**config.mk**
```make
export PLATFORM = sky130hd
export DESIGN_NAME = lspg_div_stage
export DESIGN_NICKNAME = d
export VERILOG_FILES = /design/src/lspg_pkg.sv /design/src/lspg_div_stage.sv
export SDC_FILE = /design/constraint.sdc
export NUM_CORES = 1
export LEC_CHECK = 0
export ABC_AREA = 1
export BUFFER_PORTS_ARGS = -buffer_cell sky130_fd_sc_hd__buf_2
export CORE_ASPECT_RATIO = 1.4
export CORE_MARGIN = 8
export CORE_UTILIZATION = 25
export DETAILED_ROUTE_END_ITERATION = 6
export GPL_ROUTABILITY_DRIVEN = 0
export GPL_TIMING_DRIVEN = 0
export PLACE_DENSITY = 0.45
export SYNTH_ARGS = -nofsm -noshare
export SYNTH_HDL_FRONTEND = slang
export SYNTH_SLANG_ARGS = --single-unit
```
**constraint.sdc**
```tcl
create_clock -name clock -period 2.6 [get_ports clock]
set_input_delay 0.13 -clock clock [delete_from_list [all_inputs] [get_ports clock]]
set_output_delay 0.13 -clock clock [all_outputs]
set_load 0.01 [all_outputs]
```
**src/lspg_pkg.sv**
```systemverilog
// lspg_pkg: shared widths, codes and pipeline payload types for the led strip pixel generator
// no dependencies; used by every module in src

package lspg_pkg;

   localparam int IDX_W      = 10;
   localparam int PHASE_W    = 11;
   localparam int CNT_W      = 11;
   localparam int COL_W      = 8;
   localparam int MODE_W     = 3;
   localparam int CSR_IDX_W  = 3;
   localparam int CSR_DATA_W = 24;
   localparam int HUE_W      = 9;
   localparam int DVD_W      = 19;
   localparam int NUM_W      = 22;
   localparam int PROD_W     = 16;
   localparam int COLOR_STAGES = 4;

   localparam logic [MODE_W-1:0] MODE_OFF     = 3'd0;
   localparam logic [MODE_W-1:0] MODE_SOLID   = 3'd1;
   localparam logic [MODE_W-1:0] MODE_RAINBOW = 3'd2;
   localparam logic [MODE_W-1:0] MODE_CHASE   = 3'd3;
   localparam logic [MODE_W-1:0] MODE_THEATER = 3'd4;
   localparam logic [MODE_W-1:0] MODE_PULSE   = 3'd5;

   localparam logic [CSR_IDX_W-1:0] CSR_MODE  = 3'd0;
   localparam logic [CSR_IDX_W-1:0] CSR_COUNT = 3'd1;
   localparam logic [CSR_IDX_W-1:0] CSR_SAT   = 3'd2;
   localparam logic [CSR_IDX_W-1:0] CSR_VALUE = 3'd3;
   localparam logic [CSR_IDX_W-1:0] CSR_BASE  = 3'd4;

   localparam logic [HUE_W-1:0] HUE_WRAP = 9'd360;

   typedef struct packed {
      logic [MODE_W-1:0]     mode;
      logic [CNT_W-1:0]      cnt;
      logic [PROD_W-1:0]     cprod;
      logic [NUM_W-1:0]      cn;
      logic [NUM_W-1:0]      mn;
      logic [CSR_DATA_W-1:0] base;
   } cfg_type;

   typedef struct packed {
      logic [IDX_W-1:0] idx;
      logic [HUE_W-1:0] phmod;
      logic             even;
      logic             third;
      logic [COL_W-1:0] level;
   } item_type;

   typedef struct packed {
      item_type         item;
      logic [DVD_W-1:0] dvd;
      logic [CNT_W-1:0] rem;
      logic [HUE_W-1:0] qm;
   } div_type;

   typedef struct packed {
      logic [COL_W-1:0] r;
      logic [COL_W-1:0] g;
      logic [COL_W-1:0] b;
   } rgb_type;

   typedef struct packed {
      logic [IDX_W-1:0] idx;
      rgb_type          rgb;
   } rsp_type;

endpackage

```
**src/lspg_div_stage.sv**
```systemverilog
// lspg_div_stage: one restoring step of the index*360/count divider, keeping the quotient mod 360
// depends on lspg_pkg

module lspg_div_stage (
   input  logic                          clock,
   input  logic                          en,
   input  logic [lspg_pkg::CNT_W-1:0]    cnt,
   input  lspg_pkg::div_type             d,
   output lspg_pkg::div_type             q
);

   localparam int CW = lspg_pkg::CNT_W;
   localparam int DW = lspg_pkg::DVD_W;
   localparam int HW = lspg_pkg::HUE_W;

   lspg_pkg::div_type stage_ff, stage_in;

   logic [CW:0] trial;
   logic [CW:0] diff;
   logic        ge;
   logic [HW:0] q2;
   logic [HW:0] q2_wrap;

   always_comb begin
      trial   = {d.rem, d.dvd[DW-1]};
      diff    = trial - {1'b0, cnt};
      ge      = (trial >= {1'b0, cnt});
      q2      = {d.qm, ge};
      q2_wrap = q2 - {1'b0, lspg_pkg::HUE_WRAP};

      stage_in.item = d.item;
      stage_in.dvd  = {d.dvd[DW-2:0], 1'b0};
      stage_in.rem  = ge ? diff[CW-1:0] : trial[CW-1:0];
      stage_in.qm   = (q2 >= {1'b0, lspg_pkg::HUE_WRAP}) ? q2_wrap[HW-1:0] : q2[HW-1:0];
   end

   always_ff @(posedge clock) begin
      if (en) begin
         stage_ff <= stage_in;
      end
   end

   assign q = stage_ff;

endmodule

```
Word-level counts from Yosys, hierarchy flattened
Cells that the tools add are included.
- register bits after elaboration: 67
- input bits: 81
- output and inout bits: 68
- word-level logic and storage cells: 14
- add/sub/neg operators: 2
- order comparisons: 2
- multiplexer cells: 2
- operators with widths (cell ; count):
    12-bit by 11-bit greater-or-equal comparator with 1-bit output ; 1
    11-bit 2-to-1 mux ; 1
    11-bit subtractor ; 1
    10-bit by 9-bit greater-or-equal comparator with 1-bit output (second input constant) ; 1
    9-bit 2-to-1 mux ; 1
    9-bit subtractor (second input constant) ; 1

Depth between registers and ports, before layout
- depth after elaboration: 3
- gate-level depth with buffers: 11
- mapped depth without buffers: 11

Least setup slack after synthesis
No wires, ideal clock.
- path kind: in2reg
- from: input d[38] (netlist name)
- to: register stage_ff, in the netlist q[11] (data pin)
- data arrival time: 1.404 ns
- slack: 0.942 ns
- stages: 10
- buffers on the path: 1
- path through: inv_1 ha_1 fa_1 nor2_4 nor2_4 nand2_2 nand2_4 nand3_4 buf_12 o21ai_2
- RTL lines (element ; RTL line ; text):
    start: declaration ; lspg_div_stage.sv:8 ; input lspg_pkg::div_type d,
    end signal: assignment ; lspg_div_stage.sv:39 ; stage_ff <= stage_in;
    end: declaration ; lspg_div_stage.sv:16 ; lspg_pkg::div_type stage_ff, stage_in;

==> out/summary.txt <==
Overall Power -> 2.935 mW
Nets -> 563
CTS root buf -> clkbuf_16
Clock transition at path regs -> 0.05 ns
Clock period minus worst slack -> 1.594 ns
Worst-path maximum fanout -> 10
Critical path required time -> 2.67 ns
Vias post-DR -> 2,522
Global route overflow -> 0
DRT Pass-1 Iters -> 4
Fmax -> 627.4 MHz
Mapped Area -> 0.003119 mm²
Syn Inst Count -> 262
DR iter-0 viols -> 93
GRT Max-Usage Layer -> met2
Pwr Density -> 611.7 mW/mm²
Seq/Total Area, Yosys -> 0.6450
GR Util met2 -> 0.1823
Hold_buf cts -> 49
Initial antenna violation count -> 0
Worst hold path type -> primary input to flip-flop
Die Ht -> 148.2 µm
# IOs -> 149
Clock Sinks -> 67
Die area -> 0.01636 mm²
Fraction of layout cells with a size suffix above 1 -> 0.3966
Met1 GRT Util -> 0.1231
GRT Total Usage -> 0.1079
HP Start -> d[2]
Vias in the first global route -> 2,726
IO buf count -> 147
Pint -> 2.199 mW
Width of the die -> 110.4 µm
DRC -> 0
HPWL after detailed placement -> 6770 µm
Routed WL -> 8843 µm
# H-tree levels -> 3
Met3 Usage GRT -> 0.03305
Clock Power Share -> 0.358
Antenna diodes -> 0
Syn Area/Cell -> 11.91 µm²
Worst Path Arrival -> 1.67 ns
Layout area overhead -> 53.83%
CTS tree -> yes
Headroom to the max-slew limit -> 0.4367
Worst Hold Depth -> 2
Clk buf depth -> 2
Std cell rows -> 48
Synthesis-stage register bit count -> 67
Initial cell density of the core -> 0.2546
Slew of the pin with the lowest slew margin -> 0.8449 ns
Worst setup EP type -> flip-flop
Synth Warn # -> 0
Final hold violation count -> 0
Final Setup Violations -> 0
Final Instance Count excl. Fillers -> 624
Avg Vias per Cell -> 4.042
Sw frac -> 0.2508
Postcts setup bufs -> 0
Post-DRT Antenna Nets -> 0
Setup CP Type -> primary input to flip-flop
Final worst path period share -> 0.6130
Num CTS Buffers -> 9
RSZ-0062 raised after global routing -> false
Flop pwr share -> 0.454
NetSw -> 736.1 µW
Post-CTS sizing -> 0
Leak Pwr -> 2.283 nW
Maxcap violations -> 0
First-pass GRT wire length -> 14,220 µm
Per-cell routed wire length -> 14.17 µm
Max reg flops -> 67
Largest net degree at the start of global routing -> 68
Fin. max-slew vios -> 0
Worst Hold Endpoint -> q[3]$_DFFE_PP_
Synthesized net count -> 356
Comb pwr share -> 0.188
Worst VDD drop -> 254.3 µV
Status -> finished clean
CP Launch Type -> primary input
Setup tns final -> 0 ns
Synth cell types -> 22
Core area -> 0.01225 mm²
Placed insts -> 559
Fillers -> 1,204
metrics by stage:
step	worst slack [ns]	cell area, µm²	util	hold WS [ns]
2_1_floorplan	0.9424	3119	-	0.2289
3_3_place_gp	0.6670	4043	0.3300	0.3071
3_5_place_dp	0.6522	4045	0.3302	0.3083
4_1_cts	0.9969	4798	0.3916	0.1302
5_1_grt	0.9084	4798	0.3916	0.1408
6_report	1.006	4798	0.3916	0.1441
logic make-up after synthesis:
group                    Yosys count  synth area share
adder cells (fa/ha/maj)           13           0.05455
AND/OR/NAND/NOR                  112            0.1885
buffers and inverters             49           0.06538
other                              1          0.001202
XOR/XNOR                           8           0.02246
flip-flops                        67            0.6450
AO/OA/AOI/OAI                     12           0.02286
cells in the mapped netlist, drive strengths merged:
| cell type | number | area, µm² |
|---|---|---|
| ha | 12 | 150.1 |
| a21oi | 6 | 30.03 |
| o21ai | 6 | 41.29 |
| xnor2 | 2 | 17.52 |
| nor2 | 17 | 93.84 |
| inv | 47 | 176.4 |
| edfxtp | 67 | 2012 |
| xor2 | 6 | 52.55 |
| nand4 | 9 | 56.30 |
| nand3b | 3 | 22.52 |
| nand3 | 17 | 132.6 |
| conb | 1 | 3.750 |
| nand2 | 66 | 282.8 |
| buf | 2 | 27.53 |
| fa | 1 | 20.02 |
layer usage:
metal  part of all wire  wire length [µm]
met1               0.42              3735
met2               0.49              4317
met3              0.072               640
met4              0.017               149
met5                  0                 0
layout make-up:
type                       instances  area (µm²)  share of cell area
tap                              150       187.7             0.03911
buffer                             2       27.53            0.005737
clock inverter                     5       30.03            0.006258
sequential                        67        2012              0.4193
multi-input combinational        146       903.4              0.1883
inverter                          47       176.4             0.03677
clock buffer                      11       232.7             0.04850
timing repair buffer             196        1229              0.2561
how the worst max path moves through the flow:
stage | from | endpoint | slack (ns) | cells past startpoint
final | d[38] | q[11]$_DFFE_PP_ | 1.01 | 11
after global routing | d[38] | q[19]$_DFFE_PP_ | 0.91 | 12
after CTS | d[38] | q[11]$_DFFE_PP_ | 1.0 | 11
after detailed placement | d[38] | q[11]$_DFFE_PP_ | 0.65 | 11
after global placement | cnt[0] | q[11]$_DFFE_PP_ | 0.67 | 10
after floorplan | d[38] | q[11]$_DFFE_PP_ | 0.94 | 10
worst max-delay path, cell delays in order:
cell     delay (ns)
buf_2          0.07
inv_1          0.04
ha_1           0.20
fa_1           0.47
nor2_4         0.16
nor2_4         0.06
nand2_2        0.08
nand2_4        0.10
nand3_4        0.13
buf_12         0.16
o21ai_2        0.06
cell usage in the layout (no fill, tap or decap):
cell type,count
nand2_4,2
nand3_4,1
dlygate4sd3_1,49
conb_1,1
o21ai_2,3
nand2_2,8
ha_1,12
clkbuf_1,2
buf_2,146
a21oi_1,6
buf_4,2
fa_1,1
nand3_1,9
nand2_1,56
xor2_1,6
nand4_1,9
xnor2_1,2
clkinv_2,3
buf_12,1
o21ai_0,3
nor2_4,4
nand3_2,7
nor2_1,13
clkinvlp_4,2
edfxtp_1,67
inv_1,47
clkbuf_16,9
nand3b_1,3
power by group through the flow:
stage	registers [mW]	logic [mW]	clock network (mW)
floorplan	1.41	0.205	0
global placement	1.35	0.497	0
detailed placement	1.36	0.499	0
CTS	1.34	0.560	1.08
global route	1.34	0.611	1.13
finish	1.33	0.551	1.05
No activity file was read; power rests on OpenSTA's default activity.
