## config.mk

```make
export PLATFORM = sky130hd
export DESIGN_NAME = lspg_cfg
export DESIGN_NICKNAME = d
export VERILOG_FILES = /design/src/lspg_pkg.sv /design/src/lspg_cfg.sv
export SDC_FILE = /design/constraint.sdc
export NUM_CORES = 1
export LEC_CHECK = 0
export BUFFER_PORTS_ARGS = -buffer_cell sky130_fd_sc_hd__buf_2
export CAP_MARGIN = 20
export CORE_MARGIN = 3
export CORE_UTILIZATION = 60
export DETAILED_ROUTE_END_ITERATION = 8
export PLACE_DENSITY = 0.83
export SYNTH_ARGS = -nofsm -noshare
export SYNTH_HDL_FRONTEND = slang
export SYNTH_SLANG_ARGS = --single-unit
```

## constraint.sdc

```tcl
create_clock -name clock -period 5.7 [get_ports clock]
set_input_delay 1.14 -clock clock [delete_from_list [all_inputs] [get_ports clock]]
set_output_delay 1.14 -clock clock [all_outputs]
set_load 0.02 [all_outputs]
```

## src/lspg_pkg.sv

```systemverilog
// lspg_pkg: shared widths, codes and pipeline payload types for the led strip pixel generator
// no dependencies; used by every module in src

package lspg_pkg;

   localparam int IDX_W      = 10;
   localparam int PHASE_W    = 11;
   localparam int CNT_W      = 11;
   localparam int COL_W      = 8;
   localparam int MODE_W     = 3;
   localparam int CSR_IDX_W  = 3;
   localparam int CSR_DATA_W = 24;
   localparam int HUE_W      = 9;
   localparam int DVD_W      = 19;
   localparam int NUM_W      = 22;
   localparam int PROD_W     = 16;
   localparam int COLOR_STAGES = 4;

   localparam logic [MODE_W-1:0] MODE_OFF     = 3'd0;
   localparam logic [MODE_W-1:0] MODE_SOLID   = 3'd1;
   localparam logic [MODE_W-1:0] MODE_RAINBOW = 3'd2;
   localparam logic [MODE_W-1:0] MODE_CHASE   = 3'd3;
   localparam logic [MODE_W-1:0] MODE_THEATER = 3'd4;
   localparam logic [MODE_W-1:0] MODE_PULSE   = 3'd5;

   localparam logic [CSR_IDX_W-1:0] CSR_MODE  = 3'd0;
   localparam logic [CSR_IDX_W-1:0] CSR_COUNT = 3'd1;
   localparam logic [CSR_IDX_W-1:0] CSR_SAT   = 3'd2;
   localparam logic [CSR_IDX_W-1:0] CSR_VALUE = 3'd3;
   localparam logic [CSR_IDX_W-1:0] CSR_BASE  = 3'd4;

   localparam logic [HUE_W-1:0] HUE_WRAP = 9'd360;

   typedef struct packed {
      logic [MODE_W-1:0]     mode;
      logic [CNT_W-1:0]      cnt;
      logic [PROD_W-1:0]     cprod;
      logic [NUM_W-1:0]      cn;
      logic [NUM_W-1:0]      mn;
      logic [CSR_DATA_W-1:0] base;
   } cfg_type;

   typedef struct packed {
      logic [IDX_W-1:0] idx;
      logic [HUE_W-1:0] phmod;
      logic             even;
      logic             third;
      logic [COL_W-1:0] level;
   } item_type;

   typedef struct packed {
      item_type         item;
      logic [DVD_W-1:0] dvd;
      logic [CNT_W-1:0] rem;
      logic [HUE_W-1:0] qm;
   } div_type;

   typedef struct packed {
      logic [COL_W-1:0] r;
      logic [COL_W-1:0] g;
      logic [COL_W-1:0] b;
   } rgb_type;

   typedef struct packed {
      logic [IDX_W-1:0] idx;
      rgb_type          rgb;
   } rsp_type;

endpackage

```

## src/lspg_cfg.sv

```systemverilog
// lspg_cfg: control registers and the values derived from them (clamped count, hsv products)
// depends on lspg_pkg

module lspg_cfg #(
   parameter int LED_LIMIT = 1024
) (
   input  logic                               clock,
   input  logic                               reset,
   input  logic                               wr_en,
   input  logic [lspg_pkg::CSR_IDX_W-1:0]     wr_index,
   input  logic [lspg_pkg::CSR_DATA_W-1:0]    wr_data,
   output lspg_pkg::cfg_type                  cfg
);

   localparam int MW = lspg_pkg::MODE_W;
   localparam int CW = lspg_pkg::CNT_W;
   localparam int LW = lspg_pkg::COL_W;
   localparam int DW = lspg_pkg::CSR_DATA_W;
   localparam int PW = lspg_pkg::PROD_W;
   localparam int NW = lspg_pkg::NUM_W;
   localparam int CNT_FULL = (1 << CW) - 1;
   localparam int CNT_CAP  = (LED_LIMIT > CNT_FULL) ? CNT_FULL : LED_LIMIT;
   localparam logic [CW-1:0] CNT_CAP_V  = CW'(CNT_CAP);
   localparam logic [CW-1:0] CNT_RESET  = 11'd8;
   localparam logic [LW-1:0] SAT_RESET  = 8'd255;
   localparam logic [LW-1:0] VAL_RESET  = 8'd200;
   localparam logic [DW-1:0] BASE_RESET = 24'h00FFFF;
   localparam logic [LW-1:0] FULL_LEVEL = 8'd255;
   localparam logic [NW-1:0] SIXTY      = 22'd60;

   logic [MW-1:0] mode_ff;
   logic [CW-1:0] count_ff;
   logic [LW-1:0] sat_ff;
   logic [LW-1:0] value_ff;
   logic [DW-1:0] base_ff;

   logic [CW-1:0] cnt_ff, cnt_in;
   logic [PW-1:0] cprod_ff, cprod_in;
   logic [PW-1:0] mprod_ff, mprod_in;
   logic [NW-1:0] cn_ff, cn_in;
   logic [NW-1:0] mn_ff, mn_in;

   always_ff @(posedge clock) begin
      if (reset) begin
         mode_ff  <= lspg_pkg::MODE_OFF;
         count_ff <= CNT_RESET;
         sat_ff   <= SAT_RESET;
         value_ff <= VAL_RESET;
         base_ff  <= BASE_RESET;
      end else if (wr_en) begin
         case (wr_index)
            lspg_pkg::CSR_MODE:  mode_ff  <= wr_data[MW-1:0];
            lspg_pkg::CSR_COUNT: count_ff <= wr_data[CW-1:0];
            lspg_pkg::CSR_SAT:   sat_ff   <= wr_data[LW-1:0];
            lspg_pkg::CSR_VALUE: value_ff <= wr_data[LW-1:0];
            lspg_pkg::CSR_BASE:  base_ff  <= wr_data;
            default: ;
         endcase
      end
   end

   always_comb begin
      if (count_ff == '0) begin
         cnt_in = CW'(1);
      end else if (count_ff > CNT_CAP_V) begin
         cnt_in = CNT_CAP_V;
      end else begin
         cnt_in = count_ff;
      end
      cprod_in = PW'(value_ff) * PW'(sat_ff);
      mprod_in = PW'(value_ff) * PW'(FULL_LEVEL - sat_ff);
      cn_in    = NW'(cprod_ff) * SIXTY;
      mn_in    = NW'(mprod_ff) * SIXTY;
   end

   always_ff @(posedge clock) begin
      cnt_ff   <= cnt_in;
      cprod_ff <= cprod_in;
      mprod_ff <= mprod_in;
      cn_ff    <= cn_in;
      mn_ff    <= mn_in;
   end

   assign cfg.mode  = mode_ff;
   assign cfg.cnt   = cnt_ff;
   assign cfg.cprod = cprod_ff;
   assign cfg.cn    = cn_ff;
   assign cfg.mn    = mn_ff;
   assign cfg.base  = base_ff;

endmodule

```

### Word-level counts from Yosys, hierarchy flattened

Cells that the tools add are included.

| storage, ports and cells | value |
|---|---|
| input port bits | 30 |
| output and inout port bits | 98 |
| logic and storage cells | 30 |
| memories kept | 0 |
| memory bits (read-only) | 0 |
| RAM bits | 0 |
| flip-flop bits (word level) | 137 |
| bits in latches | 0 |

| cells by class | value |
|---|---|
| divide/modulo/power cells | 0 |
| $lt $le $gt $ge | 1 |
| shift-type cells | 0 |
| reductions and logical operators | 8 |
| $mul | 4 |
| mux-type cells | 1 |
| bitwise gates (word level) | 0 |
| equality and inequality tests | 4 |
| add/sub/neg operators | 1 |

Operator list:

| kind | number |
|---|---|
| 16-bit by 4-bit multiplier with 20-bit output (second input constant) | 2 |
| 8-bit by 8-bit multiplier with 16-bit output | 1 |
| 9-bit by 9-bit multiplier with 16-bit output | 1 |
| 11-bit > comparator (second input constant) | 1 |
| 11-bit logical NOT | 1 |
| 11-bit 2-to-1 mux | 1 |
| 2-bit AND reduction | 5 |
| 8-bit by 8-bit subtractor with 9-bit output (first input constant) | 1 |
| 3-bit by 2-bit equality test with 1-bit output (second input constant) | 2 |
| 3-bit by 1-bit equality test with 1-bit output (second input constant) | 1 |
| 3-bit equality test (second input constant) | 1 |
| 3-bit logical NOT | 1 |
| 2-bit OR reduction | 1 |

### Depth between registers and ports, before layout

| logic depth | value |
|---|---|
| word-level depth | 2 |
| mapped depth | 17 |
| depth with buffers taken out | 16 |

### Worst setup path after synthesis

Ideal clock, no wire load.

| path | value |
|---|---|
| path type | reg2reg |
| start | register value_ff[5] |
| end | register cprod_ff[15] |
| cell stages (with the launch flop) | 17 |
| library setup time | 0.072 ns |
| period minus slack after synthesis | 4.137 ns |
| data arrival time | 4.065 ns |
| buffers on the path | 1 |
| data required time | 5.628 ns |
| setup slack | 1.563 ns |
| cell sequence | dfxtp_1 -> clkbuf_1 -> nand2_1 -> fa_1 -> fa_1 -> inv_1 -> fa_1 -> inv_1 -> fa_1 -> inv_1 -> ha_1 -> o21a_1 -> o31a_1 -> o221ai_1 -> o2111ai_1 -> a21oi_1 -> xnor2_1 |

| on the way | value |
|---|---|
| longest elaborated chain between the ends | 1 |

Ends and longest elaborated chain:

| what | RTL line | source |
|---|---|---|
| start, declared | lspg_cfg.sv:34 | `logic [LW-1:0] value_ff;` |
| start signal, assigned | lspg_cfg.sv:55 | `lspg_pkg::CSR_VALUE: value_ff <= wr_data[LW-1:0];` |
| 8-bit by 8-bit multiplier with 16-bit output | lspg_cfg.sv:70 | `cprod_in = PW'(value_ff) * PW'(sat_ff);` |
| via cprod_in[15] | lspg_cfg.sv:38 | `logic [PW-1:0] cprod_ff, cprod_in;` |
| end signal, assigned | lspg_cfg.sv:78 | `cprod_ff <= cprod_in;` |
| end, declared | lspg_cfg.sv:38 |  |

The timed path passes the listed nets, and every way through them passes these cells.
A chain may end at the register's enable or synchronous reset.

### Worst setup path after layout

Ends and elaborated chain as after synthesis.

==> summary.md <==
| Metric | Value |
|---|---|
| Reg2reg path depth | `15` |
| # diodes | `0` |
| I/O pins | `roughly 130` |
| Vias in the first global route | `8,007` |
| Mapped Area | `~0.011 mm^2` |
| Register Area | `between 0.002 and 0.003 mm^2` |
| Fill count | `approximately 1,300` |
| Cells after synthesis | `1,127` |
| # hold bufs at CTS | `0` |
| Sink Count | `around 140` |
| Final WL | `20,800 um` |
| Fin crit share | `78.9%` |
| Final Instance Area | `around 0.012 mm^2` |
| Pint | `3.68 mW` |
| Clk slew on worst S/H paths | `about 0.07 ns` |
| Sequential area share after synthesis | `approximately a quarter` |
| Maximum fanout along the worst path | `17` |
| Initial core utilization | `62.0%` |
| Switching power share of the total | `44.2%` |
| Die span in x | `~140 um` |
| Crit start category | `flip-flop` |
| Initial antenna violation count | `0` |
| Die Height | `between 100 and 150 um` |
| DP HPWL | `15,300 um` |
| Largest cells by area after synthesis | `dfxtp_1 (25%), fa_1 (24%), ha_1 (14%), inv_1 (4.9%), nand2_1 (4.1%)` |
| CTS tree | `done` |
| Net Sw Power | `approximately 2.9 mW` |
| Slew headroom | `between 30% and 40%` |
| Power density over the cells | `about 540 mW/mm^2` |
| Hold Crit Depth | `0` |
| Htree depth | `4` |
| Pin count of the biggest net entering global routing | `between 50 and 60` |
| Pleak | `between 6 and 7 nW` |
| Setup Skew | `0.0113 ns` |
| Clock buffer count from CTS | `17` |
| DRC viols | `0` |
| CP max stage delay | `roughly 0.68 ns` |
| Row cnt | `48` |
| Distinct cell type count after synthesis | `55` |
| Share of cells above drive strength 1 | `between 10% and 20%` |
| YS warnings | `0` |
| Die area | `0.0198 mm^2` |
| FFs w/ async S/R, synth | `0%` |
| Fin Setup TNS | `0 ns` |
| Fin. Hold Viols | `0` |
| Gpl congestion | `between 0.8 and 0.9` |
| Outcome | `finished, final reports clean` |
| R2r setup slk | `about 1.2 ns` |
| Flop pwr share | `between 20% and 30%` |
| Cell repeated most along the worst path | `fa_1` |
| Top-area cell type share of the netlist area | `roughly a quarter` |
| TritonRoute pass-1 iters | `5` |
| Port bufs | `between 100 and 150` |
| Peak VDD IR | `slightly above 800 uV` |
| Count of flip-flops with a built-in enable after synthesis | `0` |
| Worst endpoint required time | `6.06 ns` |
| Setup CP Type | `flip-flop to flip-flop` |
| WHS | `0.397 ns` |
| Area leader, netlist | `dfxtp_1` |
| HP Class | `flip-flop to flip-flop` |
| Gr usage total | `around 22%` |
| Max cap viols | `0` |
| PnR Total Power | `6.59 mW` |
| Core area | `~0.018 mm^2` |
| Remaining antenna violation count | `0` |
| Area Growth Syn to Fin | `12.2%` |
| Fin util | `slightly below 70%` |
| 1st-iter DRT viols | `approximately 380` |
| Yosys reg bits | `~140` |
| Pin slew with the least headroom to its limit | `~1.0 ns` |
| CP cell instances | `nand2_1 -> fa_1 -> fa_1 -> inv_1 -> fa_1 -> inv_1 -> fa_1 -> inv_1 -> ha_1 -> o21a_1 -> o31a_1 -> o221ai_1 -> o2111ai_1 -> a21oi_1 -> xnor2_1` |
| Post-CTS Setup Inserts | `0` |
| Mean post-synth cell area | `between 9 and 10 um^2` |
| CTS root buf | `clkbuf_16` |
| Combinational Power Share | `between 60 and 70%` |
| RSZ-0062 raised after global routing | `false` |
| Area of the multi-input gates | `roughly 0.0074 mm^2` |
| First-pass GRT wire length | `roughly 37,000 um` |
| Via count | `7,923` |
| Post-CTS sizing | `0` |
| Post-DP Area | `0.0116 mm^2` |
| Fin. max-slew vios | `0` |
| Slowest cell on crit path | `dfxtp_1` |
| Synth top cells by count | `inv_1 (141), dfxtp_1 (137), fa_1 (131)` |
| DR WL/cell | `14.2 um` |
| Clock buffer depth | `2` |
| Peak Freq | `approximately 220 MHz` |
| Via-per-instance ratio | `about 5.4` |
| Setup violators final | `0` |
| Critical path capture point type | `flip-flop` |
| Fin crit period | `4.50 ns` |
| Skew-Pair Late Insertion Delay | `around 0.43 ns` |
| Nets | `roughly 1,500` |
| Crit path arrival time | `around 4.9 ns` |
| Overflow after GRT | `0` |
| Most frequent cell after synthesis | `inv_1` |
| Clk pwr share | `around 17%` |
| Synth Flop Type | `dfxtp_1` |
==> layer usage <==
layer,part of all wire [%],track usage [%],vias to the layer above
met5,0,0,-
met4,1.7,7.09,0
met3,6.0,4.44,30
met2,50,37.3,236
met1,42,29.2,3821
li1,-,-,3836
==> kinds of logic (layout without fill, tap and decap cells) <==
kind of cell             after synthesis  count (layout)  share of synthesized area (%)
multiplexers                           3               3                          0.276
other                                  1               4                         0.0345
flip-flops                           137             137                           25.2
adder cells (fa/ha/maj)              251             251                           37.9
AO/OA/AOI/OAI                        154             154                           9.21
AND/OR/NAND/NOR                      348             348                           16.7
XOR/XNOR                              51              51                           4.11
buffers and inverters                182             296                           6.53
==> state kept, by name (all words and copies together), names as in the netlist <==
signal and count:
cnt_ff 11, value_ff 8, base_ff 24, mn_ff 20, sat_ff 8, cn_ff 20
mode_ff 3, count_ff 11, cprod_ff 16, mprod_ff 16
==> stage by stage <==
step / worst slack (ns) / instances
final: 1.20 / 1469
after global routing: 0.905 / 1469
after CTS: 1.21 / 1469
after detailed placement: 1.22 / 1437
after global placement: 1.31 / 1437
after floorplan: 1.56 / 1130
==> final cells by class <==
| cell class | instances | area share, % |
|---|---|---|
| clock buffer | 17 | 3.49 |
| clock inverter | 15 | 1.46 |
| inverter | 141 | 4.34 |
| multi-input combinational | 811 | 60.9 |
| sequential | 137 | 22.5 |
| tap | 225 | 2.31 |
| timing repair buffer | 123 | 5.05 |
==> cells in the final DEF, fill, tap and decap left out, types with 3 or more instances in the layout <==
| cell type | n |
|---|---|
| nand4b_1 | 3 |
| clkbuf_16 | 17 |
| a21oi_1 | 58 |
| o21bai_1 | 9 |
| nand2b_1 | 27 |
| nor3_1 | 6 |
| a211o_1 | 10 |
| a211oi_1 | 7 |
| inv_8 | 4 |
| nand3b_1 | 20 |
| and3_1 | 6 |
| xnor2_1 | 38 |
| conb_1 | 4 |
| nand2_1 | 120 |
| and2_1 | 55 |
| fa_1 | 131 |
| inv_1 | 141 |
| mux2i_1 | 3 |
| o21a_1 | 6 |
| a21o_1 | 15 |
| dfxtp_1 | 137 |
| o21ai_0 | 12 |
| o21ai_1 | 7 |
| inv_6 | 5 |
| a31oi_1 | 5 |
| xor2_1 | 13 |
| nor2_1 | 29 |
| o211ai_1 | 4 |
| buf_2 | 123 |
| nor2b_1 | 58 |
| nand3_1 | 17 |
| ha_1 | 120 |
==> worst max-delay path, delay by kind of cell (launching register included) <==
family | cells | cell delay (ns)
xor+xnor | 1 | 0.13
fa+ha+maj | 5 | 2.33
simple gates | 1 | 0.16
flops | 1 | 0.68
compound gates | 5 | 0.97
buf+inv | 3 | 0.14
==> power groups by stage <==
| stage | clock network, mW | logic (mW) | registers (mW) |
|---|---|---|---|
| after CTS | 1.17 | 4.08 | 1.36 |
| after floorplan | 0 | 3.06 | 1.55 |
| after global placement | 0 | 3.87 | 1.38 |
| after global routing | 1.22 | 4.57 | 1.39 |
| final | 1.15 | 4.08 | 1.36 |
| after detailed placement | 0 | 4.04 | 1.38 |
==> path summary, 6_finish.rpt <==
kind	from	to
worst max-delay path	value_ff[5]	cprod_ff[15]
worst min-delay path	mprod_ff[0]	mn_ff[2]
worst max register to register	value_ff[5]	cprod_ff[15]
worst min register to register	mprod_ff[0]	mn_ff[2]
No activity file was read; power rests on OpenSTA's default activity.
