### src/lspg_pkg.sv
// lspg_pkg: shared widths, codes and pipeline payload types for the led strip pixel generator
// no dependencies; used by every module in src

package lspg_pkg;

   localparam int IDX_W      = 10;
   localparam int PHASE_W    = 11;
   localparam int CNT_W      = 11;
   localparam int COL_W      = 8;
   localparam int MODE_W     = 3;
   localparam int CSR_IDX_W  = 3;
   localparam int CSR_DATA_W = 24;
   localparam int HUE_W      = 9;
   localparam int DVD_W      = 19;
   localparam int NUM_W      = 22;
   localparam int PROD_W     = 16;
   localparam int COLOR_STAGES = 4;

   localparam logic [MODE_W-1:0] MODE_OFF     = 3'd0;
   localparam logic [MODE_W-1:0] MODE_SOLID   = 3'd1;
   localparam logic [MODE_W-1:0] MODE_RAINBOW = 3'd2;
   localparam logic [MODE_W-1:0] MODE_CHASE   = 3'd3;
   localparam logic [MODE_W-1:0] MODE_THEATER = 3'd4;
   localparam logic [MODE_W-1:0] MODE_PULSE   = 3'd5;

   localparam logic [CSR_IDX_W-1:0] CSR_MODE  = 3'd0;
   localparam logic [CSR_IDX_W-1:0] CSR_COUNT = 3'd1;
   localparam logic [CSR_IDX_W-1:0] CSR_SAT   = 3'd2;
   localparam logic [CSR_IDX_W-1:0] CSR_VALUE = 3'd3;
   localparam logic [CSR_IDX_W-1:0] CSR_BASE  = 3'd4;

   localparam logic [HUE_W-1:0] HUE_WRAP = 9'd360;

   typedef struct packed {
      logic [MODE_W-1:0]     mode;
      logic [CNT_W-1:0]      cnt;
      logic [PROD_W-1:0]     cprod;
      logic [NUM_W-1:0]      cn;
      logic [NUM_W-1:0]      mn;
      logic [CSR_DATA_W-1:0] base;
   } cfg_type;

   typedef struct packed {
      logic [IDX_W-1:0] idx;
      logic [HUE_W-1:0] phmod;
      logic             even;
      logic             third;
      logic [COL_W-1:0] level;
   } item_type;

   typedef struct packed {
      item_type         item;
      logic [DVD_W-1:0] dvd;
      logic [CNT_W-1:0] rem;
      logic [HUE_W-1:0] qm;
   } div_type;

   typedef struct packed {
      logic [COL_W-1:0] r;
      logic [COL_W-1:0] g;
      logic [COL_W-1:0] b;
   } rgb_type;

   typedef struct packed {
      logic [IDX_W-1:0] idx;
      rgb_type          rgb;
   } rsp_type;

endpackage

### src/lspg_color.sv
// lspg_color: hue wrap, six-sector hsv to rgb and pulse scaling over four register stages
// depends on lspg_pkg

module lspg_color (
   input  logic                 clock,
   input  logic                 en,
   input  lspg_pkg::cfg_type    cfg,
   input  lspg_pkg::div_type    d,
   output lspg_pkg::item_type   item,
   output lspg_pkg::rgb_type    rainbow,
   output lspg_pkg::rgb_type    pulse
);

   localparam int HW  = lspg_pkg::HUE_W;
   localparam int NW  = lspg_pkg::NUM_W;
   localparam int LW  = lspg_pkg::COL_W;
   localparam int PW  = lspg_pkg::PROD_W;
   localparam int PPW = 33;
   localparam int RPW = 45;
   localparam int DST_W = 6;

   localparam logic [HW-1:0] DEG_60  = 9'd60;
   localparam logic [HW-1:0] DEG_120 = 9'd120;
   localparam logic [HW-1:0] DEG_180 = 9'd180;
   localparam logic [HW-1:0] DEG_240 = 9'd240;
   localparam logic [HW-1:0] DEG_300 = 9'd300;
   localparam logic [DST_W-1:0] SPAN = 6'd60;

   // floor(n/255) = (n*65794)>>24 for n below 2^16
   localparam logic [16:0] PULSE_RECIP = 17'd65794;
   // floor(n/15300) = (n*4491470)>>36 for n below 2^22
   localparam logic [22:0] RB_RECIP    = 23'd4491470;

   localparam logic [1:0] SEL_ZERO = 2'd0;
   localparam logic [1:0] SEL_C    = 2'd1;
   localparam logic [1:0] SEL_X    = 2'd2;

   lspg_pkg::item_type item_c1_ff, item_c2_ff, item_c3_ff, item_c4_ff;

   // stage 1
   logic [HW-1:0] hue_ff, hue_in;
   logic [HW:0]   hue_sum;
   logic [HW:0]   hue_wrap;

   // stage 2
   logic [2:0][1:0]    sel_ff, sel_in;
   logic [NW-1:0]      xn_ff, xn_in;
   logic [2:0][PW-1:0] pprod_ff, pprod_in;
   logic [HW-1:0]      base_off;
   logic [HW-1:0]      f_hue;
   logic [DST_W-1:0]   sec_gap;
   logic [DST_W-1:0]   w_frac;

   // stage 3
   logic [2:0][NW-1:0]  num_ff, num_in;
   logic [2:0][LW-1:0]  pulse_ff, pulse_in;
   logic [2:0][NW-1:0]  kval;
   logic [2:0][PPW-1:0] pulse_prod;

   // stage 4
   logic [2:0][LW-1:0]  rb_ff, rb_in;
   logic [2:0][LW-1:0]  pulse_c4_ff;
   logic [2:0][RPW-1:0] rb_prod;

   always_comb begin
      hue_sum  = {1'b0, d.qm} + {1'b0, d.item.phmod};
      hue_wrap = hue_sum - {1'b0, lspg_pkg::HUE_WRAP};
      hue_in   = (hue_sum >= {1'b0, lspg_pkg::HUE_WRAP}) ? hue_wrap[HW-1:0] : hue_sum[HW-1:0];
   end

   always_comb begin
      if (hue_ff >= DEG_240) begin
         base_off = DEG_240;
      end else if (hue_ff >= DEG_120) begin
         base_off = DEG_120;
      end else begin
         base_off = '0;
      end
      f_hue = hue_ff - base_off;
      if (f_hue >= DEG_60) begin
         sec_gap = DST_W'(f_hue - DEG_60);
      end else begin
         sec_gap = DST_W'(DEG_60 - f_hue);
      end
      w_frac = SPAN - sec_gap;
      xn_in  = NW'(cfg.cprod) * NW'(w_frac);

      if (hue_ff < DEG_60) begin
         sel_in = {SEL_ZERO, SEL_X, SEL_C};
      end else if (hue_ff < DEG_120) begin
         sel_in = {SEL_ZERO, SEL_C, SEL_X};
      end else if (hue_ff < DEG_180) begin
         sel_in = {SEL_X, SEL_C, SEL_ZERO};
      end else if (hue_ff < DEG_240) begin
         sel_in = {SEL_C, SEL_X, SEL_ZERO};
      end else if (hue_ff < DEG_300) begin
         sel_in = {SEL_C, SEL_ZERO, SEL_X};
      end else begin
         sel_in = {SEL_X, SEL_ZERO, SEL_C};
      end

      for (int c = 0; c < 3; c++) begin
         pprod_in[c] = PW'(item_c1_ff.level) * PW'(cfg.base[23 - 8*c -: 8]);
      end
   end

   always_comb begin
      for (int c = 0; c < 3; c++) begin
         case (sel_ff[c])
            SEL_C:   kval[c] = cfg.cn;
            SEL_X:   kval[c] = xn_ff;
            default: kval[c] = '0;
         endcase
         num_in[c]     = kval[c] + cfg.mn;
         pulse_prod[c] = PPW'(pprod_ff[c]) * PPW'(PULSE_RECIP);
         pulse_in[c]   = pulse_prod[c][31:24];
      end
   end

   always_comb begin
      for (int c = 0; c < 3; c++) begin
         rb_prod[c] = RPW'(num_ff[c]) * RPW'(RB_RECIP);
         rb_in[c]   = rb_prod[c][43:36];
      end
   end

   always_ff @(posedge clock) begin
      if (en) begin
         item_c1_ff  <= d.item;
         hue_ff      <= hue_in;
         item_c2_ff  <= item_c1_ff;
         sel_ff      <= sel_in;
         xn_ff       <= xn_in;
         pprod_ff    <= pprod_in;
         item_c3_ff  <= item_c2_ff;
         num_ff      <= num_in;
         pulse_ff    <= pulse_in;
         item_c4_ff  <= item_c3_ff;
         rb_ff       <= rb_in;
         pulse_c4_ff <= pulse_ff;
      end
   end

   assign item      = item_c4_ff;
   assign rainbow.r = rb_ff[0];
   assign rainbow.g = rb_ff[1];
   assign rainbow.b = rb_ff[2];
   assign pulse.r   = pulse_c4_ff[0];
   assign pulse.g   = pulse_c4_ff[1];
   assign pulse.b   = pulse_c4_ff[2];

endmodule

### config.mk
export PLATFORM = sky130hd
export DESIGN_NAME = lspg_color
export DESIGN_NICKNAME = d
export VERILOG_FILES = /design/src/lspg_pkg.sv /design/src/lspg_color.sv
export SDC_FILE = /design/constraint.sdc
export NUM_CORES = 2
export LEC_CHECK = 0
export ABC_AREA = 1
export BUFFER_PORTS_ARGS = -buffer_cell sky130_fd_sc_hd__buf_2
export CORE_UTILIZATION = 45
export DETAILED_ROUTE_END_ITERATION = 8
export PLACE_DENSITY_LB_ADDON = 0.12
export SYNTH_ARGS = -nofsm -noshare
export SYNTH_HDL_FRONTEND = slang
export SYNTH_SLANG_ARGS = --single-unit
### constraint.sdc
create_clock -name clock -period 8 [get_ports clock]
set_clock_uncertainty 0.2 [all_clocks]
set_input_delay 1.2 -clock clock [delete_from_list [all_inputs] [get_ports clock]]
set_output_delay 1.2 -clock clock [all_outputs]
set_load 0.05 [all_outputs]
; Word level (Yosys, flattened, before mapping)
; Index checks and enable logic that the tools add are counted.
[word_totals]
input_bits = 168
out_inout_bits = 77
reg_bits = 339
wordCells = 88
[classes]
eq_ne = 6
n_mux = 11
n_reduce_logical = 2
mul = 10
add_sub_neg = 9
n_lt_le_gt_ge = 9
[op_table]
columns = cell, count
row1 = $pmux W22 S2, 3
row2 = $mul A22 B22 Y43 const B, 3
row3 = $mul A16 B16 Y31 const B, 3
row4 = $add A22 B22 Y22, 3
row5 = $mul A8 B8 Y16, 3
row6 = $mux W6, 4
row7 = $mul A16 B6 Y22, 1
row8 = $lt A9 B8 Y1 const B, 2
row9 = $sub A6 B6 Y6 const A, 2
row10 = $add A9 B9 Y10, 1
row11 = $ge A10 B9 Y1 const B, 1
row12 = $ge A9 B6 Y1 const B, 1
row13 = $ge A9 B7 Y1 const B, 1
row14 = $ge A9 B8 Y1 const B, 1
row15 = $lt A9 B6 Y1 const B, 1
row16 = $lt A9 B7 Y1 const B, 1
row17 = $lt A9 B9 Y1 const B, 1
row18 = $mux W9, 1
row19 = $sub A9 B8 Y9, 1
row20 = $sub A9 B9 Y9 const B, 1
row21 = $mux W8, 1
row22 = $mux W7, 1
row23 = $eq A2 B1 Y1 const B, 3
row24 = $eq A2 B2 Y1 const B, 3
row25 = other kinds (4), 4

; Depth between registers and ports, before layout
[logic_depth]
word_depth = 8
mapped_depth = 38
ltp_nobuf = 37

; Worst setup path before layout
; Ideal clock, no wire load.
[synth_timing]
path_type = register to register
start = reg hue_ff[8]
end = reg xn_ff[15], data pin
stages_incl_launch_ff = 35
n_path_buf = 1
period_less_slack_ns = 6.363
setup_ns = 0.265
setup_slack_ns = 1.637
required_time_ns = 7.535
t_arrival_ns = 5.898
path_cell_list = edfxtp_1 nor2_1 inv_1 a31oi_1 nor2_1 ha_1 fa_1 xor2_2 nor2_2 nor2_4 nand3_4 nand2_1 nand2_1 clkinv_2 nand2_2 nor2_2 nand3_2 nand2_2 buf_6 nor2_2 fa_1 inv_1 fa_1 fa_1 inv_1 ha_1 nand2_1 nand2_1 nand2_1 nand2_1 nand2_1 o211ai_1 a31oi_1 o21ai_0 xor2_1
[synth_between]
elab_chain_len = 8
word_cells_on_any_way = 11
cone_classes = 4 x add/sub / 1 x mul / 3 x order compare / 3 x mux
[synth_lines]
columns = element, line_no
row1 = start: declaration, lspg_color.sv:41  ; logic [HW-1:0] hue_ff, hue_in;
row2 = start signal: assignment, lspg_color.sv:130  ; hue_ff <= hue_in;
row3 = $ge A9 B7 Y1, lspg_color.sv:74  ; end else if (hue_ff >= DEG_120) begin
row4 = $mux W7, lspg_color.sv:74
row5 = $mux W8, lspg_color.sv:72  ; if (hue_ff >= DEG_240) begin
row6 = $sub A9 B8 Y9 *, lspg_color.sv:79  ; f_hue = hue_ff - base_off;
row7 = "$ge A9 B6 Y1, or another cell as far along", lspg_color.sv:80  ; if (f_hue >= DEG_60) begin
row8 = $mux W6 *, lspg_color.sv:80
row9 = $sub A6 B6 Y6 *, lspg_color.sv:85  ; w_frac = SPAN - sec_gap;
row10 = $mul A16 B6 Y22 *, lspg_color.sv:86  ; xn_in = NW'(cfg.cprod) * NW'(w_frac);
row11 = named net xn_in[15], lspg_color.sv:47  ; logic [NW-1:0] xn_ff, xn_in;
row12 = end signal: assignment, lspg_color.sv:133  ; xn_ff <= xn_in;
row13 = end: declaration, lspg_color.sv:47
; The timed path passes the listed nets; every way through them passes the cells marked *.
; A chain may end at the register's enable or synchronous reset.

; Worst setup path after layout
[layout_timing]
start = reg hue_ff[7]
end = reg xn_ff[18], data pin
; The elaborated chain is that of the path after synthesis.

==> summary.md <==
| Metric | Value |
|---|---|
| Slowest stage cell, crit path | fa_1 |
| Top FF cell, synth | edfxtp_1 |
| Per-cell routed wire length | 16.7 µm |
| Final-report setup violation count | 0 |
| Initial detailed-routing violation count | 1914 |
| Worst Tran Pin Value | 0.914 ns |
| Placed inst area | 0.0527 mm² |
| Max-cap violations | 0 |
| Initial antenna violation count | 37 |
| WL met1 | 57.4 mm |
| Ratio of cells with drive above 1 in the final layout | 5.53% |
| Gr usage total | 22.2% |
| Hold_buf cts | 0 |
| Multi-input gate area | 0.0348 mm² |
| Die width | 335 µm |
| HP Class | flop to flop |
| Fraction of synthesized area in multiplexers | 0% |
| Outcome | completed |
| Peak Freq | 143 MHz |
| Reg2Reg Depth | 32 |
| CP max FO | 13 |
| CTS resizes | 0 |
| Initial Util | 45.6% |
| Compound-Gate Fraction of Synth Area | 7.82% |
| # H-tree levels | 2 |
| Fin area | 0.0541 mm² |
| Largest net degree at the start of global routing | 138 |
| Vias in the first global route | 37800 |
| Row count | 121 |
| Synth async-reset ratio | 0% |
| Worst-path clk slew | 0.06 ns |
| Met3 WL | 7.55 mm |
| Uppermost layer routed | met5 |
| First-pass GRT wire length | 197 mm |
| Worst Path Arrival | 7.17 ns |
| Sequential area share after synthesis | 20.4% |
| DPL Wire Length | 105 mm |
| Die Height | 335 µm |
| Rel. slew slack | 39.0% |
| CTS Buf Count | 43 |
| Netlist cell types | 50 |
| Nets | 7500 |
| Routed via count | 36900 |
| Register area | 0.0102 mm² |
| Die ar. | 0.112 mm² |
| TritonCTS clock tree | yes |
| Utilization after layout | 49.5% |
| Post-Synth Adder-Cell Area | 46.2% |
| Hold Slack | 0.202 ns |
| Yosys warns | 0 |
| Core Box Area | 0.109 mm² |
| Remaining Overflow, GRT | 0 |
| Worst-Skew Late Latency | 0.62 ns |
| Worst path depth | 32 |
| Crit-path most repeated cell | nand2_1 |
| Sink Count | 339 |
| Worst Hold Depth | 0 |
| Tcrit/Tclk final | 87.5% |
| GPL Wtd Cong | 0.927 |
| Setup Fix Bufs, Post-CTS | 0 |
| Syn_area_per_cell | 8.92 µm² |
| Drc violations | 0 |
| CP Class | flop to flop |
| Final ANT Viol Nets | 0 |
| Synthesis-stage register bit count | 339 |
| Layout filler cell count | 10600 |
| CP Launch Type | flop |
| Post-Synth XOR/XNOR Area | 3.00% |
| DR pass1 iterations | 7 |
| Syn_nets | 7303 |
| PortBufs | 200 |
| EDFF count, synth | 339 |
| Final Hold Viols | 0 |
| Largest family of logic cells by synthesized area | adder cells |
| Longest Clk Path Bufs | 3 |
| Crit path time final | 7.00 ns |
| Met2 WL | 54.9 mm |
| Vias per cell | 5.05 |
| CP Data Required Time | 8.17 ns |
| Max Slew Vio Count | 0 |
| Buf/Inv on CP | 5 |
| Crit path max-delay family | adder cells |
| # IOs | 245 |
| Post-Synth Simple-Gate Area | 12.6% |
| Setup crit end kind | flop |
| Total Wirelength | 122 mm |
| Setup TNS | 0 ns |
| Clock root cell | clkbuf_16 |
| RSZ-0062 raised after global routing | no |
| CP peak stage delay | 0.54 ns |
| Cell Area, Synth | 0.0499 mm² |
| Post-synthesis cell count | 5597 |
| Synth-to-Final Area Change | 8.44% |
cell families (layout without fill, tap and decap cells):
family / after synthesis / after routing
flops: 339 / 339
other cells: 0 / 15
compound gates: 699 / 699
buf+inv: 1323 / 1553
fa+ha+maj: 1538 / 1538
simple gates: 1528 / 1528
xor+xnor: 170 / 170
per-stage QoR:
stage | worst slack, ns | std cells
2_1_floorplan | 1.64 | 5597
3_3_place_gp | 1.01 | 7225
3_5_place_dp | 0.968 | 7225
4_1_cts | 0.963 | 7303
5_1_grt | 0.440 | 7312
6_report | 1.00 | 7318
layer usage:
layer	up-vias	track usage [%]
met3	144	5.01
met5	-	0
met1	17600	30.6
li1	18500	-
met2	589	35.6
met4	42	4.25
layout make-up:
type | instances | area share, %
multi-input combinational | 3935 | 64.2
clock buffer | 48 | 2.02
sequential | 339 | 18.8
timing repair buffer | 216 | 2.14
inverter | 1259 | 8.73
clock inverter | 30 | 0.652
antenna | 15 | 0.0693
tap | 1476 | 3.41
placed cells by master, fill, tap and decap left out, drive strengths merged, types with 4 or more instances in the layout:
| cell | netlist | routed |
|---|---|---|
| nand2 | 944 | 944 |
| o221ai | 4 | 4 |
| clkbuf | 59 | 48 |
| nand3 | 131 | 131 |
| and3 | 8 | 8 |
| inv | 1257 | 1264 |
| nor4 | 26 | 26 |
| clkinv | 2 | 15 |
| or2 | 5 | 5 |
| bufinv | 0 | 5 |
| o21ai | 172 | 172 |
| nor3 | 43 | 43 |
| diode | 0 | 15 |
| o21a | 17 | 17 |
| a31oi | 42 | 42 |
| o21bai | 23 | 23 |
| o211ai | 19 | 19 |
| o22ai | 7 | 7 |
| nand3b | 11 | 11 |
| nand4 | 41 | 41 |
| xnor2 | 50 | 50 |
| xor2 | 120 | 120 |
| clkinvlp | 0 | 5 |
| a21o | 35 | 35 |
| fa | 509 | 509 |
| nor2 | 316 | 316 |
| a211oi | 4 | 4 |
| ha | 1029 | 1029 |
| edfxtp | 339 | 339 |
| a21oi | 353 | 353 |
| o31ai | 7 | 7 |
| a21boi | 7 | 7 |
| buf | 5 | 216 |
| o2111ai | 4 | 4 |
synthesized netlist by cell type, types with 2 or more instances:
master,number,area (µm²)
o211ai_1,19,143
nand3_1,128,641
xor2_1,119,1040
o221ai_1,4,35.0
nor2_1,298,1120
buf_2,3,15.0
o22ai_1,7,43.8
nand2_1,939,3520
o21bai_1,23,173
nand4_1,41,257
clkbuf_1,46,173
a21oi_1,353,1770
a21o_1,35,263
nor4_1,26,163
nor2_2,17,106
a211oi_1,4,30.0
inv_1,1256,4710
o31ai_1,7,52.6
a31o_2,2,17.5
clkbuf_2,13,65.1
nor3_1,43,215
xnor2_1,50,438
nand3b_1,11,82.6
nand3_2,2,20.0
ha_1,1029,12900
a31oi_1,42,263
nand2_2,5,31.3
edfxtp_1,339,10200
and3_1,8,50.1
or2_2,4,25.0
o21a_1,17,128
buf_6,2,22.5
a221oi_1,2,17.5
a21boi_0,7,52.6
o21ai_0,169,846
o2111ai_1,4,35.0
nor2b_1,2,12.5
fa_1,509,10200
sequential cells by signal (all words and copies together), names as in the netlist:
name	flops
pulse	24
hue_ff	9
item_c1_ff	29
sel_ff	6
pprod_ff	48
item_c3_ff	29
item	29
item_c2_ff	29
num_ff	66
pulse_ff	24
rainbow	24
xn_ff	22
path summary, 6_finish.rpt:
kind | slack (ns) | endpoint | from
hold / removal | 0.20 | item_c3_ff[7] | item_c2_ff[7]
setup reg to reg | 1.00 | xn_ff[18] | hue_ff[7]
hold reg to reg | 0.20 | item_c3_ff[7] | item_c2_ff[7]
setup / recovery | 1.00 | xn_ff[18] | hue_ff[7]
Power is left out: the tool's default activity adds up to more than one toggle a clock period on the data nets, which glitch-free logic cannot reach.
